`src/hw/rtl/ssle_pkg.sv`:
```
// Shared types and constants of the serial shell line editor.
// Depends on nothing; used by ssle_seq, the top level and the checker.
package ssle_pkg;

	localparam int LINE_LEN = 32;
	localparam int ADDR_W   = 3;
	localparam int DATA_W   = 32;

	// Register selects, taken from byte address bit 2
	localparam logic REG_ECHO = 1'b0;
	localparam logic REG_MASK = 1'b1;

	localparam logic [7:0] CH_CR    = 8'h0D;
	localparam logic [7:0] CH_LF    = 8'h0A;
	localparam logic [7:0] CH_BS    = 8'h08;
	localparam logic [7:0] CH_SPACE = 8'h20;
	localparam logic [7:0] CH_ESC   = 8'h1B;
	localparam logic [7:0] CH_STAR  = 8'h2A;

	typedef enum logic [1:0] {
		K_ECHO = 2'd0,
		K_LINE = 2'd1,
		K_DONE = 2'd2,
		K_ESC  = 2'd3
	} ssle_kind_t;

	typedef struct packed {
		logic echo_enable;
		logic password_mask;
	} ssle_cfg_t;

	typedef struct packed {
		ssle_kind_t kind;
		logic [7:0] data_byte;
		logic [7:0] second_byte;
		logic [4:0] line_length;
		logic       last;
	} ssle_res_t;

endpackage

```
`src/hw/rtl/ssle_rx_if.sv`:
```
// Input channel of the serial shell line editor: one received byte per transaction.
// Depends on nothing.
interface ssle_rx_if;
	logic       valid;
	logic       ready;
	logic [7:0] rx_byte;

	modport source (output valid, output rx_byte, input ready);
	modport sink (input valid, input rx_byte, output ready);
endinterface

```
`src/hw/rtl/ssle_res_if.sv`:
```
// Result channel of the serial shell line editor: one result item per transaction.
// Depends on nothing.
interface ssle_res_if;
	logic       valid;
	logic       ready;
	logic [1:0] kind;
	logic [7:0] data_byte;
	logic [7:0] second_byte;
	logic [4:0] line_length;
	logic       last;

	modport source (output valid, output kind, output data_byte, output second_byte,
		output line_length, output last, input ready);
	modport sink (input valid, input kind, input data_byte, input second_byte,
		input line_length, input last, output ready);
endinterface

```
`src/hw/rtl/ssle_ram.sv`:
```
// Generic single-write, single-read synchronous RAM with registered read data.
// Depends on nothing.
module ssle_ram #(
	parameter int WIDTH = 8,
	parameter int DEPTH = 32
) (
	input  logic                     clk,
	input  logic                     we,
	input  logic [$clog2(DEPTH)-1:0] waddr,
	input  logic [WIDTH-1:0]         wdata,
	input  logic                     re,
	input  logic [$clog2(DEPTH)-1:0] raddr,
	output logic [WIDTH-1:0]         rdata
);

	logic [WIDTH-1:0] mem_q [DEPTH];

	always_ff @(posedge clk) begin
		if (we) begin
			mem_q[waddr] <= wdata;
		end
		if (re) begin
			rdata <= mem_q[raddr];
		end
	end

endmodule

```
`src/hw/rtl/ssle_seq.sv`:
```
// Byte decoder and result sequencer of the serial shell line editor.
// Depends on ssle_pkg, ssle_rx_if, ssle_res_if and ssle_ram.
module ssle_seq #(
	parameter int LINE_LEN = ssle_pkg::LINE_LEN
) (
	input  logic               clk,
	input  logic               arst_n,
	input  ssle_pkg::ssle_cfg_t cfg,
	ssle_rx_if.sink            rx,
	ssle_res_if.source         res
);

	localparam int IDX_W = $clog2(LINE_LEN);
	localparam logic [IDX_W-1:0] CNT_MAX = IDX_W'(LINE_LEN - 1);

	typedef enum logic [3:0] {
		ST_IDLE, ST_CR, ST_LF, ST_WALK, ST_DONE, ST_ESC,
		ST_BS1, ST_SP, ST_BS2, ST_CHAR
	} state_t;

	typedef enum logic [1:0] {
		ESC_IDLE, ESC_FIRST, ESC_SECOND
	} esc_phase_t;

	state_t              state_q;
	esc_phase_t          esc_phase_q;
	logic [7:0]          esc_first_q;
	logic [7:0]          esc_second_q;
	logic [7:0]          char_q;
	logic                job_line_q;
	logic [IDX_W-1:0]    cnt_q;
	logic [IDX_W-1:0]    len_q;
	logic [IDX_W-1:0]    idx_q;
	logic                res_valid_q;
	ssle_pkg::ssle_res_t res_q;

	logic             rx_fire;
	logic             slot_free;
	logic             res_load;
	logic             printable;
	logic [IDX_W-1:0] idx_nx;
	logic             more;
	logic [31:0]      len_ext;
	logic             ram_we;
	logic             ram_re;
	logic [IDX_W-1:0] ram_raddr;
	logic [7:0]       ram_rdata;

	assign rx.ready  = (state_q == ST_IDLE);
	assign rx_fire   = rx.valid && rx.ready;
	assign slot_free = !res_valid_q || res.ready;
	// Every busy state loads a result as soon as the output slot frees up
	assign res_load  = slot_free && (state_q != ST_IDLE);
	assign printable = (rx.rx_byte >= ssle_pkg::CH_SPACE);
	assign idx_nx    = idx_q + IDX_W'(1);
	assign more      = (idx_nx != len_q);
	assign len_ext   = 32'(len_q);

	// Store writes only from idle, reads only in the LF and walk states: no same-entry overlap
	assign ram_we = rx_fire && (esc_phase_q == ESC_IDLE) && printable
		&& (rx.rx_byte != ssle_pkg::CH_CR) && (rx.rx_byte != ssle_pkg::CH_BS);

	always_comb begin
		ram_re    = 1'b0;
		ram_raddr = idx_nx;
		case (state_q)
			ST_LF: begin
				ram_re    = slot_free && job_line_q && (len_q != '0);
				ram_raddr = '0;
			end
			ST_WALK: begin
				ram_re = slot_free && more;
			end
			default: begin
				ram_re = 1'b0;
			end
		endcase
	end

	ssle_ram #(
		.WIDTH (8),
		.DEPTH (LINE_LEN)
	) u_store (
		.clk   (clk),
		.we    (ram_we),
		.waddr (cnt_q),
		.wdata (rx.rx_byte),
		.re    (ram_re),
		.raddr (ram_raddr),
		.rdata (ram_rdata)
	);

	always_ff @(posedge clk or negedge arst_n) begin
		if (!arst_n) begin
			state_q     <= ST_IDLE;
			esc_phase_q <= ESC_IDLE;
			esc_first_q <= '0;
			cnt_q       <= '0;
			res_valid_q <= 1'b0;
		end else begin
			if (res.ready && !res_load) begin
				res_valid_q <= 1'b0;
			end
			case (state_q)
				ST_IDLE: begin
					if (rx_fire) begin
						if (esc_phase_q == ESC_FIRST) begin
							esc_first_q <= rx.rx_byte;
							esc_phase_q <= ESC_SECOND;
						end else if (esc_phase_q == ESC_SECOND) begin
							esc_second_q <= rx.rx_byte;
							esc_phase_q  <= ESC_IDLE;
							job_line_q   <= 1'b0;
							if (cfg.echo_enable) begin
								state_q <= ST_CR;
							end
						end else if (rx.rx_byte == ssle_pkg::CH_CR) begin
							len_q      <= cnt_q;
							cnt_q      <= '0;
							job_line_q <= 1'b1;
							if (cfg.echo_enable) begin
								state_q <= ST_CR;
							end
						end else if (rx.rx_byte == ssle_pkg::CH_BS) begin
							if (cnt_q != '0) begin
								cnt_q <= cnt_q - IDX_W'(1);
								if (cfg.echo_enable) begin
									state_q <= ST_BS1;
								end
							end
						end else if (printable) begin
							// Saturate at the last position: further bytes overwrite it
							if (cnt_q != CNT_MAX) begin
								cnt_q <= cnt_q + IDX_W'(1);
							end
							char_q <= cfg.password_mask ? ssle_pkg::CH_STAR : rx.rx_byte;
							if (cfg.echo_enable) begin
								state_q <= ST_CHAR;
							end
						end else if (rx.rx_byte == ssle_pkg::CH_ESC) begin
							esc_phase_q <= ESC_FIRST;
						end
					end
				end
				ST_CR: begin
					if (slot_free) begin
						res_valid_q <= 1'b1;
						res_q       <= '{ssle_pkg::K_ECHO, ssle_pkg::CH_CR, 8'h00, 5'd0, 1'b0};
						state_q     <= ST_LF;
					end
				end
				ST_LF: begin
					if (slot_free) begin
						res_valid_q <= 1'b1;
						res_q       <= '{ssle_pkg::K_ECHO, ssle_pkg::CH_LF, 8'h00, 5'd0, 1'b0};
						idx_q       <= '0;
						if (!job_line_q) begin
							state_q <= ST_ESC;
						end else if (len_q != '0) begin
							state_q <= ST_WALK;
						end else begin
							state_q <= ST_DONE;
						end
					end
				end
				ST_WALK: begin
					if (slot_free) begin
						res_valid_q <= 1'b1;
						res_q       <= '{ssle_pkg::K_LINE, ram_rdata, 8'h00, 5'd0, 1'b0};
						idx_q       <= idx_nx;
						state_q     <= more ? ST_WALK : ST_DONE;
					end
				end
				ST_DONE: begin
					if (slot_free) begin
						res_valid_q <= 1'b1;
						res_q       <= '{ssle_pkg::K_DONE, 8'h00, 8'h00, len_ext[4:0], 1'b1};
						state_q     <= ST_IDLE;
					end
				end
				ST_ESC: begin
					if (slot_free) begin
						res_valid_q <= 1'b1;
						res_q       <= '{ssle_pkg::K_ESC, esc_first_q, esc_second_q, 5'd0, 1'b1};
						state_q     <= ST_IDLE;
					end
				end
				ST_BS1: begin
					if (slot_free) begin
						res_valid_q <= 1'b1;
						res_q       <= '{ssle_pkg::K_ECHO, ssle_pkg::CH_BS, 8'h00, 5'd0, 1'b0};
						state_q     <= ST_SP;
					end
				end
				ST_SP: begin
					if (slot_free) begin
						res_valid_q <= 1'b1;
						res_q       <= '{ssle_pkg::K_ECHO, ssle_pkg::CH_SPACE, 8'h00, 5'd0, 1'b0};
						state_q     <= ST_BS2;
					end
				end
				ST_BS2: begin
					if (slot_free) begin
						res_valid_q <= 1'b1;
						res_q       <= '{ssle_pkg::K_ECHO, ssle_pkg::CH_BS, 8'h00, 5'd0, 1'b1};
						state_q     <= ST_IDLE;
					end
				end
				ST_CHAR: begin
					if (slot_free) begin
						res_valid_q <= 1'b1;
						res_q       <= '{ssle_pkg::K_ECHO, char_q, 8'h00, 5'd0, 1'b1};
						state_q     <= ST_IDLE;
					end
				end
				default: begin
					state_q <= ST_IDLE;
				end
			endcase
		end
	end

	assign res.valid       = res_valid_q;
	assign res.kind        = res_q.kind;
	assign res.data_byte   = res_q.data_byte;
	assign res.second_byte = res_q.second_byte;
	assign res.line_length = res_q.line_length;
	assign res.last        = res_q.last;

endmodule

```
`src/hw/rtl/serial_shell_line_editor_core.sv`:
```
// Top level of the serial shell line editor: APB register block and sequencer.
// Depends on ssle_pkg, ssle_rx_if, ssle_res_if, ssle_seq and ssle_ram.
//
// The block takes received serial bytes one transaction at a time and edits a
// command line held in a one-port-write, one-port-read RAM of LINE_LEN bytes.
// Printable bytes (0x20 and up, 0x7F..0xFF included) are written to the line
// and echoed, as '*' when password_mask is set; once LINE_LEN-1 characters
// are held, the last position is overwritten. Backspace drops the last
// character and echoes BS, space, BS; on an empty line it does nothing. ESC
// captures the next two bytes, whatever they are, and on the second one
// emits CR, LF and an escape result. Carriage return emits CR, LF, one line
// byte per stored character and a line-done result with the length, then
// clears the line. With echo_enable low the line and escape state still
// advance but no result is produced. Every byte's final result has last set.
// Register 0 (byte address 0) is echo_enable, register 1 (byte address 4)
// is password_mask, both in bit 0; both reset to zero. Rate: one byte is
// taken per transaction, and input ready is high only while the sequencer
// is idle, so a new byte is not taken until all results of the last one
// are loaded. Carriage return with echo emits one line result per stored
// character, the walk being paced by the RAM's registered read port, which
// is read one address ahead of the result being loaded. The final result
// sits in the output register while the next byte is accepted; a stalled
// result channel holds a busy sequencer in its state. No clearing pass is
// needed after reset.
module serial_shell_line_editor_core #(
	parameter int LINE_LEN = ssle_pkg::LINE_LEN
) (
	input  logic                        clk,
	input  logic                        arst_n,
	input  logic                        psel,
	input  logic                        penable,
	input  logic                        pwrite,
	input  logic [ssle_pkg::ADDR_W-1:0] paddr,
	input  logic [ssle_pkg::DATA_W-1:0] pwdata,
	output logic [ssle_pkg::DATA_W-1:0] prdata,
	output logic                        pready,
	ssle_rx_if.sink                     rx,
	ssle_res_if.source                  res
);

	ssle_pkg::ssle_cfg_t cfg_q;
	logic                cfg_wr;

	// Never wait-state the register port
	assign pready = 1'b1;
	assign cfg_wr = psel && penable && pwrite && pready;

	// Register select is byte address bit 2; other address bits alias
	always_ff @(posedge clk or negedge arst_n) begin
		if (!arst_n) begin
			cfg_q <= '0;
		end else if (cfg_wr) begin
			case (paddr[2])
				ssle_pkg::REG_ECHO: begin
					cfg_q.echo_enable <= pwdata[0];
				end
				ssle_pkg::REG_MASK: begin
					cfg_q.password_mask <= pwdata[0];
				end
				default: begin
					cfg_q <= cfg_q;
				end
			endcase
		end
	end

	always_comb begin
		case (paddr[2])
			ssle_pkg::REG_ECHO: begin
				prdata = {{(ssle_pkg::DATA_W-1){1'b0}}, cfg_q.echo_enable};
			end
			ssle_pkg::REG_MASK: begin
				prdata = {{(ssle_pkg::DATA_W-1){1'b0}}, cfg_q.password_mask};
			end
			default: begin
				prdata = '0;
			end
		endcase
	end

	// Decode bytes, hold the line state and sequence the results
	ssle_seq #(
		.LINE_LEN (LINE_LEN)
	) u_seq (
		.clk    (clk),
		.arst_n (arst_n),
		.cfg    (cfg_q),
		.rx     (rx),
		.res    (res)
	);

endmodule

```
`src/flat_wrapper.sv`:
```
// flat-port wrapper written by rule: the top's interface ports become plain ports
module serial_shell_line_editor_core_flat 
#(
	parameter int LINE_LEN = ssle_pkg::LINE_LEN
)
  (clk, arst_n, psel, penable, pwrite, paddr, pwdata, prdata, pready, rx_valid, rx_rx_byte, rx_ready, res_valid, res_kind, res_data_byte, res_second_byte, res_line_length, res_last, res_ready);
  ssle_rx_if rx_i ();
  ssle_res_if res_i ();
  input  logic clk;
  input  logic arst_n;
  input  logic psel;
  input  logic penable;
  input  logic pwrite;
  input  logic [ssle_pkg::ADDR_W-1:0] paddr;
  input  logic [ssle_pkg::DATA_W-1:0] pwdata;
  output logic [ssle_pkg::DATA_W-1:0] prdata;
  output logic pready;
  input wire logic [$bits(rx_i.valid)-1:0] rx_valid;
  input wire logic [$bits(rx_i.rx_byte)-1:0] rx_rx_byte;
  output wire logic [$bits(rx_i.ready)-1:0] rx_ready;
  output wire logic [$bits(res_i.valid)-1:0] res_valid;
  output wire logic [$bits(res_i.kind)-1:0] res_kind;
  output wire logic [$bits(res_i.data_byte)-1:0] res_data_byte;
  output wire logic [$bits(res_i.second_byte)-1:0] res_second_byte;
  output wire logic [$bits(res_i.line_length)-1:0] res_line_length;
  output wire logic [$bits(res_i.last)-1:0] res_last;
  input wire logic [$bits(res_i.ready)-1:0] res_ready;
  assign rx_i.valid = rx_valid;
  assign rx_i.rx_byte = rx_rx_byte;
  assign rx_ready = rx_i.ready;
  assign res_valid = res_i.valid;
  assign res_kind = res_i.kind;
  assign res_data_byte = res_i.data_byte;
  assign res_second_byte = res_i.second_byte;
  assign res_line_length = res_i.line_length;
  assign res_last = res_i.last;
  assign res_i.ready = res_ready;
  serial_shell_line_editor_core #(.LINE_LEN(LINE_LEN)) u_core (.clk(clk), .arst_n(arst_n), .psel(psel), .penable(penable), .pwrite(pwrite), .paddr(paddr), .pwdata(pwdata), .prdata(prdata), .pready(pready), .rx(rx_i), .res(res_i));
endmodule
```
`config.mk`:
```
export PLATFORM = sky130hd
export DESIGN_NAME = serial_shell_line_editor_core_flat
export DESIGN_NICKNAME = d
export VERILOG_FILES = /design/src/hw/rtl/ssle_pkg.sv /design/src/hw/rtl/ssle_rx_if.sv /design/src/hw/rtl/ssle_res_if.sv /design/src/hw/rtl/ssle_ram.sv /design/src/hw/rtl/ssle_seq.sv /design/src/hw/rtl/serial_shell_line_editor_core.sv /design/src/flat_wrapper.sv
export SDC_FILE = /design/constraint.sdc
export NUM_CORES = 1
export LEC_CHECK = 0
export ABC_AREA = 1
export BUFFER_PORTS_ARGS = -buffer_cell sky130_fd_sc_hd__buf_2
export CORE_MARGIN = 3
export CORE_UTILIZATION = 61
export DETAILED_ROUTE_END_ITERATION = 8
export GPL_ROUTABILITY_DRIVEN = 1
export PLACE_DENSITY = 0.81
export SLEW_MARGIN = 0
export SYNTH_ARGS = -nofsm -noshare
export SYNTH_HDL_FRONTEND = slang
export SYNTH_SLANG_ARGS = --single-unit
```
`constraint.sdc`:
```
create_clock -name clk -period 2.8 [get_ports clk]
set_clock_uncertainty 0.15 [all_clocks]
set_input_delay 0.14 -clock clk [delete_from_list [all_inputs] [get_ports clk]]
set_output_delay 0.14 -clock clk [all_outputs]
set_load 0.03 [all_outputs]
```
==> summary.txt <==
Run status
  – Result of the run: complete, no violations

Logic synthesis
  – Adder-cell share of the synthesized area: 0.694%
  – Commonest cells in the netlist: 371 x nand2_1, 315 x edfxtp_1, 291 x nand3_1
  – Top post-synthesis cells by area: edfxtp_1 61%, nand3_1 9.4%, nand2_1 9.0%
  – Number of enable-type register cells in the synthesized netlist: 315
  – Synthesized-area fraction occupied by ao, oa, aoi and oai cells: 1.53%
  – Simple-gate share of the synthesized area: 24.5%
  – Xor/xnor share of the synthesized area: 0.170%
  – Yosys top cell by area: edfxtp_1
  – Area share of the largest cell type after synthesis: 61.0%
  – Proportion of synthesized area in mux cells: 0%
  – Sequential fraction of the synthesis area: 64.6%
  – Cells after synthesis: 1546
  – Distinct cells, synth: 35
  – Synth warnings: 0
  – Cell area after synthesis: 15500 um2
  – Share of flip-flops with an asynchronous set or reset after synthesis: 6.53%
  – Count leader, synth: nand2_1
  – Most used flip-flop cell after synthesis: edfxtp_1
  – Dominant combinational cell family by area after synthesis: simple AND/OR/NAND/NOR gates
  – Post-Synthesis Mean Instance Area: 10.0 um2
  – Flop and latch count out of synthesis: 337

Global route
  – Vias in the first global route: 11000
  – Global-route wire length before repair: 58400 um
  – Antenna violations before repair: 0
  – Global route overflow: 0
  – Global router's overall resource usage: 27.8%
  – Maximum number of pins on one net before global-route repair: 76

Final layout
  – Fraction of layout instances using a drive strength above 1: 10.6%
  – Antenna cell count: 0
  – Number of nets in the layout: 1705
  – Synth-to-Final Area Change: 12.7%
  – Filler cells: 1747
  – Multi-input logic area: 4290 um2
  – Register area: 10000 um2

STA
  – RSZ-0062 raised after global routing: false
  – Fmax: 374 MHz
  – Number of max-slew violations in the final report: 0
  – Least-Margin Pin Slew: 1.10 ns
  – Fin crit share: 95.6%
  – Worst rel slew slack: 26.6%
  – Hold Vio Cnt, Final: 0
  – Setup violations, final: 0
  – Total negative setup slack: 0 ns
  – Fin crit period: 2.68 ns

Floorplanning
  – Area of the die: 27400 um2
  – Initial standard-cell utilization of the core: 62.8%
  – Horizontal die dimension: 165 um
  – Row cnt: 57
  – Die Ht: 165 um
  – IO Pins: 109
  – Core area: 24700 um2

CTS
  – CTS Buf Count: 35
  – H-tree depth reported by CTS: 2
  – Clock tree buffer depth: 3
  – Clock transition at the registers of the reported paths: 0.06 ns
  – CTS tree: yes
  – Latest clock arrival within the worst-skew pair: 0.51 ns
  – Post-cts resize count: 0
  – Number of sinks on the clock net: 337
  – Clock root buffer: clkbuf_16

Power and ir drop
  – Overall Power: 14200 uW
  – Clock power share: 31.2%
  – Lkg Pwr: 0.00744 uW
  – Share of total power consumed by net switching: 33.3%
  – Peak ir drop on the vdd network: 0.607 mV
  – Comb pwr share: 26.3%
  – Design internal power: 9500 uW
  – Sequential group share of total power: 42.5%
  – Net switching component of the power: 4750 uW
  – PD cells: 816 nW/um2

Critical path
  – Worst-path maximum fanout: 32
  – Type of the worst setup path: flop to flop
  – Critical Path Sink: u_core.u_seq.u_store.rdata[6]
  – Reg2reg setup slack: 0.12 ns
  – Data required, critical path: 3.03 ns
  – Crit path launch: u_core.u_seq.state_q[1]
  – Worst reg2reg path depth: 11
  – Capturing element type of the critical path: flop
  – Arr. time, crit path: 2.91 ns
  – FF-to-FF End: u_core.u_seq.u_store.rdata[6]
  – Type of origin of the critical path: flop
  – Start of the worst register-to-register path: u_core.u_seq.state_q[1]

Drt
  – Count of routing violations after the opening detailed-route iteration: 1387
  – Router iterations before antenna repair: 5
  – Post-detailed-route count of antenna-violating nets: 0
  – Via count: 11400
  – Per-cell via count in the routed design: 5.71
  – Post-detailed-routing wire length: 37000 um
  – Number of remaining DRC errors: 0
  – Detail-routed net length per standard cell: 18.5 um

Placed design
  – Port Buf Inserts: 43
  – Estimated wirelength of the detail-placed design: 22600 um
  – Gp weighted congestion: 0.943

Job
  – Max cap viols: 0

Hold path
  – Worst hold path type: input port to async pin
## flip-flops by register name, indices dropped and copies added, names as in the netlist
| name | count |
|---|---|
| u_core.u_seq.char_q | 8 |
| u_core.u_seq.len_q | 5 |
| u_core.u_seq.esc_first_q | 8 |
| u_core.u_seq.job_line_q | 1 |
| u_core.u_seq.res.data_byte | 8 |
| u_core.u_seq.res.line_length | 5 |
| u_core.cfg_q | 2 |
| u_core.u_seq.cnt_q | 5 |
| u_core.u_seq.res.second_byte | 8 |
| u_core.u_seq.u_store.mem_q | 256 |
| u_core.u_seq.esc_phase_q | 2 |
| u_core.u_seq.state_q | 4 |
| u_core.u_seq.res.kind | 2 |
| u_core.u_seq.res.last | 1 |
| u_core.u_seq.idx_q | 5 |
| u_core.u_seq.res.valid | 1 |
| u_core.u_seq.esc_second_q | 8 |
| u_core.u_seq.u_store.rdata | 8 |
## placed cells by master (no fill, tap or decap), types with 4 or more instances in the layout
cell type	instances
edfxtp_1	315
nor2_2	6
nand3b_1	24
dfrtp_1	22
inv_2	4
conb_1	32
nor2_1	146
a21oi_1	14
clkbuf_16	37
nand2_1	370
clkinv_1	11
o21ai_0	23
clkbuf_1	15
nand3_1	291
buf_2	43
ha_1	7
inv_1	185
dlygate4sd3_1	15
nand4_1	8
nor2_4	5
buf_4	67
## metal layers
metal	up-vias	global-route usage (%)	wire, um
li1	5274	-	-
met4	0	10.3	1420
met2	669	45.7	17800
met3	120	4.51	3660
met5	-	0	0
met1	5338	37.7	14100
## power by group through the flow
stage	registers [uW]	logic [uW]	clock network, uW
6_report	6050	3750	4450
5_1_grt	6070	4110	4680
4_1_cts	6050	3690	4470
3_5_place_dp	6150	3630	0
3_3_place_gp	6130	3520	0
2_1_floorplan	6260	2430	0
## worst min path at each step
stage	endpoint	depth (start not counted)
final	u_core.u_seq.res.valid	3
after global routing	u_core.u_seq.u_store.mem_q[19][7]	2
after CTS	u_core.u_seq.esc_first_q[5]	3
after detailed placement	u_core.u_seq.state_q[0]	1
after global placement	u_core.u_seq.state_q[0]	1
after floorplan	u_core.cfg_q[0]	0
## critical path, cell delays in order (launching register included)
cell     delay (ns)
dfrtp_1        0.46
inv_2          0.13
nor2_4         0.05
nand2_4        0.12
nand2_2        0.11
inv_1          0.81
nand3_1        0.22
nand3_1        0.16
nand3_1        0.11
nand2_1        0.10
nand2_1        0.05
nand2_1        0.06
## cells by family after synthesis
group / count (synthesis)
compound gates: 44
xor+xnor: 3
fa+ha+maj: 8
buf+inv: 291
flops: 337
other cells: 2
simple gates: 861
## area by class of cell
| type | count | area share, % |
|---|---|---|
| Timing Repair Buffer | 128 | 5.32 |
| Multi-Input combinational cell | 948 | 24.5 |
| Clock inverter | 11 | 0.588 |
| Inverter | 197 | 4.26 |
| Sequential cell | 337 | 57.3 |
| Clock buffer | 52 | 5.63 |
| Tap cell | 324 | 2.32 |
## per-stage QoR
| step | utilization, % | hold WS [ns] | setup WS (ns) | instance area, um2 | cells |
|---|---|---|---|---|---|
| finish | 70.7 | 0.0779 | 0.123 | 17500 | 1997 |
| global route | 70.7 | 0.102 | 0.0141 | 17500 | 1997 |
| CTS | 70.7 | 0.0557 | 0.214 | 17500 | 1997 |
| detailed placement | 65.7 | -0.122 | 0.234 | 16200 | 1919 |
| global placement | 65.7 | -0.125 | 0.294 | 16200 | 1919 |
| floorplan | - | -0.306 | 0.379 | 15600 | 1576 |
## timing repair
action                                  4_1_cts  5_1_grt
hold buffers                                 15        0
setup buffers                                 0        0
endpoints found under the setup margin        0        0
hold endpoints to repair                     52        0
No activity file was read; power rests on OpenSTA's default activity.
